File: src/rtl/core/whd_pkg.sv
package whd_pkg;

  localparam int unsigned MAX_INDIVIDUALS_DEF = 64;
  localparam int unsigned COUNT_WIDTH_DEF     = 24;
  localparam int unsigned FRACTION_BITS_DEF   = 24;

  localparam int unsigned WINDOW_W   = 24;
  localparam int unsigned INDCNT_W   = 7;
  localparam int unsigned POS_W      = 32;
  localparam int unsigned IND_W      = 6;
  localparam int unsigned ALLELE_W   = 3;
  localparam int unsigned TALLY_W    = 8;
  localparam int unsigned CALLED_W   = 7;
  localparam int unsigned PAIRS_W    = 19;
  localparam int unsigned SUM_OUT_W  = 48;
  localparam int unsigned CNT_OUT_W  = 24;
  localparam int unsigned CFG_IDX_W  = 1;
  localparam int unsigned HARM_DEPTH = 128;

  localparam logic [CFG_IDX_W-1:0] REG_WINDOW_SIZE      = 1'b0;
  localparam logic [CFG_IDX_W-1:0] REG_INDIVIDUAL_COUNT = 1'b1;

  localparam logic [ALLELE_W-1:0] ALLELE_A = 3'd0;
  localparam logic [ALLELE_W-1:0] ALLELE_T = 3'd1;
  localparam logic [ALLELE_W-1:0] ALLELE_G = 3'd2;
  localparam logic [ALLELE_W-1:0] ALLELE_C = 3'd3;
  localparam logic [ALLELE_W-1:0] ALLELE_N = 3'd4;

  typedef struct packed {
    logic take;
    logic cnt_write;
    logic site_clear;
    logic pair_clear;
    logic pair_step;
    logic div_theta;
    logic div_pi;
    logic acc_theta;
    logic acc_pi;
    logic site_count;
    logic rep_read;
    logic rep_load;
    logic rep_next;
    logic rep_finish;
  } whd_cmd_t;

  typedef struct packed {
    logic act;
    logic los;
    logic poly;
    logic pair_last;
    logic div_done;
    logic boundary;
    logic rep_last;
    logic out_taken;
  } whd_sts_t;

  // H(2c-1) in fixed point: sum of rounded reciprocals 1..2c-1.
  function automatic logic [63:0] harm_sum(input int unsigned frac_bits,
                                           input int unsigned called);
    logic [63:0] acc;
    logic [63:0] one;
    int unsigned i;
    acc = 64'd0;
    one = 64'd1 << frac_bits;
    for (i = 1; i + 1 <= 2 * called; i++) begin
      acc = acc + (one + 64'(i / 2)) / 64'(i);
    end
    return acc;
  endfunction

endpackage

File: src/rtl/core/whd_ctrl.sv
module whd_ctrl (
  input  logic               clk,
  input  logic               rst_n,
  input  logic               in_valid,
  output logic               in_ready,
  input  whd_pkg::whd_sts_t  sts,
  output whd_pkg::whd_cmd_t  cmd
);

  typedef enum logic [3:0] {
    ST_IDLE, ST_GENO, ST_SITE_CHK, ST_PAIRS, ST_THETA_GO, ST_THETA_WAIT,
    ST_PI_GO, ST_PI_WAIT, ST_COUNT, ST_REP_RD, ST_REP_LD, ST_REP_WAIT
  } state_t;

  state_t state_r, state_nxt;

  always_ff @(posedge clk) begin
    if (!rst_n) begin
      state_r <= ST_IDLE;
    end else begin
      state_r <= state_nxt;
    end
  end

  assign in_ready = (state_r == ST_IDLE);

  always_comb begin
    state_nxt = state_r;
    cmd       = '0;
    unique case (state_r)
      ST_IDLE: begin
        if (in_valid) begin
          cmd.take  = 1'b1;
          state_nxt = ST_GENO;
        end
      end
      ST_GENO: begin
        if (!sts.act) begin
          state_nxt = ST_COUNT;
        end else begin
          cmd.cnt_write = 1'b1;
          state_nxt     = sts.los ? ST_SITE_CHK : ST_IDLE;
        end
      end
      ST_SITE_CHK: begin
        if (sts.poly) begin
          cmd.pair_clear = 1'b1;
          state_nxt      = ST_PAIRS;
        end else begin
          cmd.site_clear = 1'b1;
          state_nxt      = ST_COUNT;
        end
      end
      ST_PAIRS: begin
        cmd.pair_step = 1'b1;
        if (sts.pair_last) begin
          state_nxt = ST_THETA_GO;
        end
      end
      ST_THETA_GO: begin
        cmd.div_theta = 1'b1;
        state_nxt     = ST_THETA_WAIT;
      end
      ST_THETA_WAIT: begin
        if (sts.div_done) begin
          cmd.acc_theta = 1'b1;
          state_nxt     = ST_PI_GO;
        end
      end
      ST_PI_GO: begin
        cmd.div_pi = 1'b1;
        state_nxt  = ST_PI_WAIT;
      end
      ST_PI_WAIT: begin
        if (sts.div_done) begin
          cmd.acc_pi     = 1'b1;
          cmd.site_clear = 1'b1;
          state_nxt      = ST_COUNT;
        end
      end
      ST_COUNT: begin
        cmd.site_count = 1'b1;
        state_nxt      = sts.boundary ? ST_REP_RD : ST_IDLE;
      end
      ST_REP_RD: begin
        cmd.rep_read = 1'b1;
        state_nxt    = ST_REP_LD;
      end
      ST_REP_LD: begin
        cmd.rep_load = 1'b1;
        state_nxt    = ST_REP_WAIT;
      end
      ST_REP_WAIT: begin
        if (sts.out_taken) begin
          if (sts.rep_last) begin
            cmd.rep_finish = 1'b1;
            state_nxt      = ST_IDLE;
          end else begin
            cmd.rep_next = 1'b1;
            state_nxt    = ST_REP_RD;
          end
        end
      end
      default: state_nxt = ST_IDLE;
    endcase
  end

endmodule

File: config.mk
export PLATFORM = sky130hd
export DESIGN_NAME = whd_ctrl
export DESIGN_NICKNAME = d
export VERILOG_FILES = /design/src/rtl/core/whd_pkg.sv /design/src/rtl/core/whd_ctrl.sv
export SDC_FILE = /design/constraint.sdc
export NUM_CORES = 1
export LEC_CHECK = 0
export CAP_MARGIN = 20
export CORE_AREA = 2 2 39 41
export DETAILED_ROUTE_END_ITERATION = 7
export DIE_AREA = 0 0 41 43
export DONT_BUFFER_PORTS = 1
export GPL_ROUTABILITY_DRIVEN = 0
export HOLD_SLACK_MARGIN = 0.03
export PLACE_DENSITY = 0.6
export REMOVE_ABC_BUFFERS = 1
export SLEW_MARGIN = 25
export SYNTH_ARGS = -nofsm -noshare
export SYNTH_HDL_FRONTEND = slang
export SYNTH_SLANG_ARGS = --single-unit
File: constraint.sdc
create_clock -name clk -period 2 [get_ports clk]
set_clock_uncertainty 0.1 [all_clocks]
set_input_delay 0.3 -clock clk [delete_from_list [all_inputs] [get_ports clk]]
set_output_delay 0.3 -clock clk [all_outputs]
set_load 0.05 [all_outputs]
== Word level (Yosys, flattened, before mapping) ==
Index checks and enable logic that the tools add are counted.

* Equality and inequality tests: 16
* Muxes and demuxes: 32
* Reduce and logical (&&, ||, !) cells: 2

{| class="wikitable"
|+ Operator list
! cell !! number
|-
| 4-bit case mux with 12 select lines || 1
|-
| 4-bit two-way mux || 9
|-
| 1-bit two-way mux || 18
|-
| 4-bit by 3-bit == test with 1-bit output (second input constant) || 4
|-
| 4-bit == test (second input constant) || 4
|-
| 2-bit != test (second input constant) || 5
|-
| 4-bit by 2-bit == test with 1-bit output (second input constant) || 2
|-
| 2-bit two-way mux || 3
|-
| 5-bit AND reduction || 1
|-
| 4-bit by 1-bit == test with 1-bit output (second input constant) || 1
|-
| 4-bit zero test || 1
|-
| 1-bit case mux with 2 select lines || 1
|}

* Flip-flop bits (word level): 4
* Bits of input ports: 11
* Word-level logic and storage cells: 51

== Logic depth before layout (Yosys ltp) ==
* Depth after elaboration: 3
* Mapped depth: 6

== Worst setup path before layout ==
Ideal clock, no wire load.

* Kind: register -> output
* From: register state_r[1]
* To: output cmd[13] (netlist name)
* Arrival time: 2.713 ns
* Setup slack: -1.113 ns
* Stages on the path, launching flop included: 4
* Cells stage by stage: dfxtp_1 buf_2 nor4_1 and2_1

{| class="wikitable"
|+ RTL lines
! item !! RTL line !! source
|-
| start, declared || whd_ctrl.sv:15 || <nowiki>state_t state_r, state_nxt;</nowiki>
|-
| start signal, assigned || whd_ctrl.sv:21 || <nowiki>state_r <= state_nxt;</nowiki>
|-
| end, declared || whd_ctrl.sv:7 || <nowiki>output whd_pkg::whd_cmd_t cmd</nowiki>
|}

==> results.md <==
- Synth top area cells: dfxtp_1 (16%), nand2b_1 (6.4%), nor3_1 (6.2%)
- Cell Pwr Density: 615.7 nW/um^2
- Core footprint: 1384 um^2
- Clk sinks: 4
- Worst-Margin Slew: 0.3621 ns
- Peak VDD IR: 171.9 uV
- Worst r2r dst: state_r[3]$_SDFFE_PN0P_
- Final Non-Filler Cells: 104
- CP cell instances: nand2b_1 -> buf_4 -> nor4b_2 -> buf_4
- Final worst path period need: 1.894 ns
- Io pins: 26
- Worst Slack Setup Final: 0.1056 ns
- WL/cell: 13.40 um
- Highest clock rate: 0.5279 GHz
- First DRT Iteration DRCs: 4
- Worst hold-check path type: in -> reg
- Crit end category: output port
- CTS HTree Levels: 1
- Worst path most repeated cell: buf_4
- Initial cell density of the core: 0.3517
- CP max FO: 11
- Sequential area share after synthesis: 0.1645
- Top reg by flops: state_r
- WS Path Type: reg -> out
- Synth warn: 0
- Hold bufs inserted after CTS: 0
- WP data arrival: 1.49 ns
- Die Ht: 43 um
- Worst Setup SP: state_r[3]$_SDFFE_PN0P_
- Post-Syn Area: 486.7 um^2
- Clock-pin transition on the worst setup and hold timing paths: 0.04 ns
- R2R Setup Slk: 0.28 ns
- Largest net degree at the start of global routing: 13
- Inserted Diodes: 0
- Critical path startpoint category: flop
- Crit path capture: cmd[10]
- DP Cell Count: 101
- Pleak: 0.2698 nW
- Largest area contributor in the netlist: dfxtp_1
- Global-route wire length before repair: 2.366 mm
- Top delay family on crit path: simple AND/OR/NAND/NOR gates
- Hold Path Depth: 1
- Area Overhead vs Synth: 43.19%
- TritonCTS clock tree: yes
- Synth cell types: 32
- Vias: 579
- Worst skew pair latency: 0.23 ns
- Slew Viols, Final: 0
- Max-capacitance violation count: 0
- Max FFs per register: 4
- Final wirelength: 1.394 mm
- Slowest CP cell: dfxtp_2
- Biggest regs: state_r: 4 flops
- R2R Path Start: state_r[0]$_SDFFE_PN0P_
- Row count: 14
- Largest family of logic cells by synthesized area: simple AND/OR/NAND/NOR gates
- Post-synthesis adder-cell area fraction: 0
- Syn Inst Count: 70
- Hpwl dp: 1.114 mm
- Critical path buffers and inverters: 2
- RSZ-0062 raised after global routing: no
- Antenna viol nets, final: 0
- Register bit total from synthesis: 4
- Avg Vias per Cell: 5.567
- Share of cells above drive strength 1: 0.3977
- Port Buffer Count: 0
- Antenna violations before repair: 0
- Vias in the first global route: 571
- Yosys top cell area share: 0.1645
- Clk root buf: clkbuf_4
- Status: complete, no violations
- Setup Buffers After CTS: 0
- Number of stages on the worst setup path: 4
- Critical path required time: 1.60 ns
- Total gr overflow: 0
- # DRC: 0
- Worst relative slew slack: 0.7567
- FF-to-FF path depth: 6
- Place WS: 0.1777 ns
- GRT Total Usage: 0.1904
- First drt pass iteration count: 3
- Synth Area in Compound Gates: 0.2982
- Simple-gate share of the synthesized area: 0.4679
- XOR/XNOR Fraction of Synth Area: 0
- Crit-path max cell delay: 0.37 ns
- CTS Buf Count: 3
- Post-synthesis mux area share: 0
- Final Power: 0.4291 mW
- Crit share post-route: 0.9472
- Die Width: 41 um
- Max Root-Sink Buffers: 2
- Avg Cell Area, Syn: 6.953 um^2
- Net count, final: 101
- Die area: 1763 um^2
- Hold Fails Final Rpt: 0
- Setup Viol. Count Final: 0
==> power breakdown <==
part / switching [mW] / internal, mW / leakage, nW / total [mW]
combinational: 0.131 / 0.0900 / 0.222 / 0.221
clock: 0.0319 / 0.0671 / 0.0138 / 0.0990
sequential: 0.0197 / 0.0892 / 0.0339 / 0.109
total: 0.183 / 0.246 / 0.270 / 0.429
==> area by class of cell <==
cell class	instances	area, um^2
Multi-Input combinational cell	60	391.6
Fill cell	145	686.9
Clock buffer	3	22.52
Inverter	1	3.754
Sequential cell	4	83.83
Timing Repair Buffer	20	175.2
Tap cell	16	20.02
==> per-layer routing <==
metal,vias to the layer above,GRT usage,share of wire
met4,0,0.09333,0.0057
met1,265,0.2428,0.44
li1,293,-,-
met2,19,0.2906,0.49
met3,2,0.03665,0.063
met5,-,0,0
==> timing repair <==
action	4_1_cts	5_1_grt
setup endpoints to repair	0	4
hold endpoints to repair	0	0
gates resized for setup	0	3
==> cells in the final DEF (no fill, tap or decap), drive strengths merged <==
master / count
nor2b: 5
nor3b: 2
inv: 1
o21ai: 6
clkbuf: 3
buf: 20
nor4b: 1
nand3: 1
or4: 1
nand2b: 5
nor3: 6
a21oi: 4
o21a: 1
and3: 1
o211ai: 1
o2bb2ai: 1
nor2: 6
and2: 1
o31ai: 1
a21boi: 2
a31o: 1
or3: 2
nand3b: 1
nand2: 5
a22oi: 3
or2: 1
dfxtp: 4
nor4: 2
==> per-stage QoR <==
step / hold WS, ns / cell area [um^2] / TNS [ns] / utilization
2_1_floorplan: 0.3282 / 456.7 / -4.336 / -
3_3_place_gp: 0.3325 / 670.6 / 0 / 0.4846
3_5_place_dp: 0.3333 / 670.6 / 0 / 0.4846
4_1_cts: 0.08520 / 693.2 / 0 / 0.5009
5_1_grt: 0.08731 / 696.9 / 0 / 0.5036
6_report: 0.09330 / 696.9 / 0 / 0.5036
==> worst min path at each step <==
stage               slack, ns  startpoint                      end
floorplan                0.33       rst_n  state_r[0]$_SDFFE_PN0P_
global placement         0.33       rst_n  state_r[0]$_SDFFE_PN0P_
detailed placement       0.33       rst_n  state_r[1]$_SDFFE_PN0P_
CTS                      0.09       rst_n  state_r[1]$_SDFFE_PN0P_
global route             0.09       rst_n  state_r[1]$_SDFFE_PN0P_
finish                   0.09       rst_n  state_r[1]$_SDFFE_PN0P_
==> worst register-to-register path, stage by stage, from the launching register on <==
cell and delay [ns]:
dfxtp_2 0.42, buf_4 0.20, nor2b_1 0.28, o21ai_0 0.12
o21ai_0 0.21, o21ai_0 0.10, a21boi_0 0.19
==> Yosys cell counts (all sizes together) <==
library cell  instances
nand2                 5
a21oi                 4
nand2b                5
or2                   1
dfxtp                 4
nor4b                 1
a21boi                2
inv                   1
o211ai                1
and2                  1
o2bb2ai               1
nor4                  2
and3                  1
clkbuf                1
a31o                  1
a22oi                 3
nor2b                 5
o21ai                 6
or4                   1
nand3                 1
buf                   4
nor2                  6
o21a                  1
or3                   2
nor3                  6
nand3b                1
o31ai                 1
nor3b                 2
==> cells by family (layout without fill, tap and decap cells) <==
family,count (synthesis),after routing
simple gates,40,40
buf+inv,6,24
flops,4,4
compound gates,20,20
Note: power is estimated with default switching activity, not from simulation.
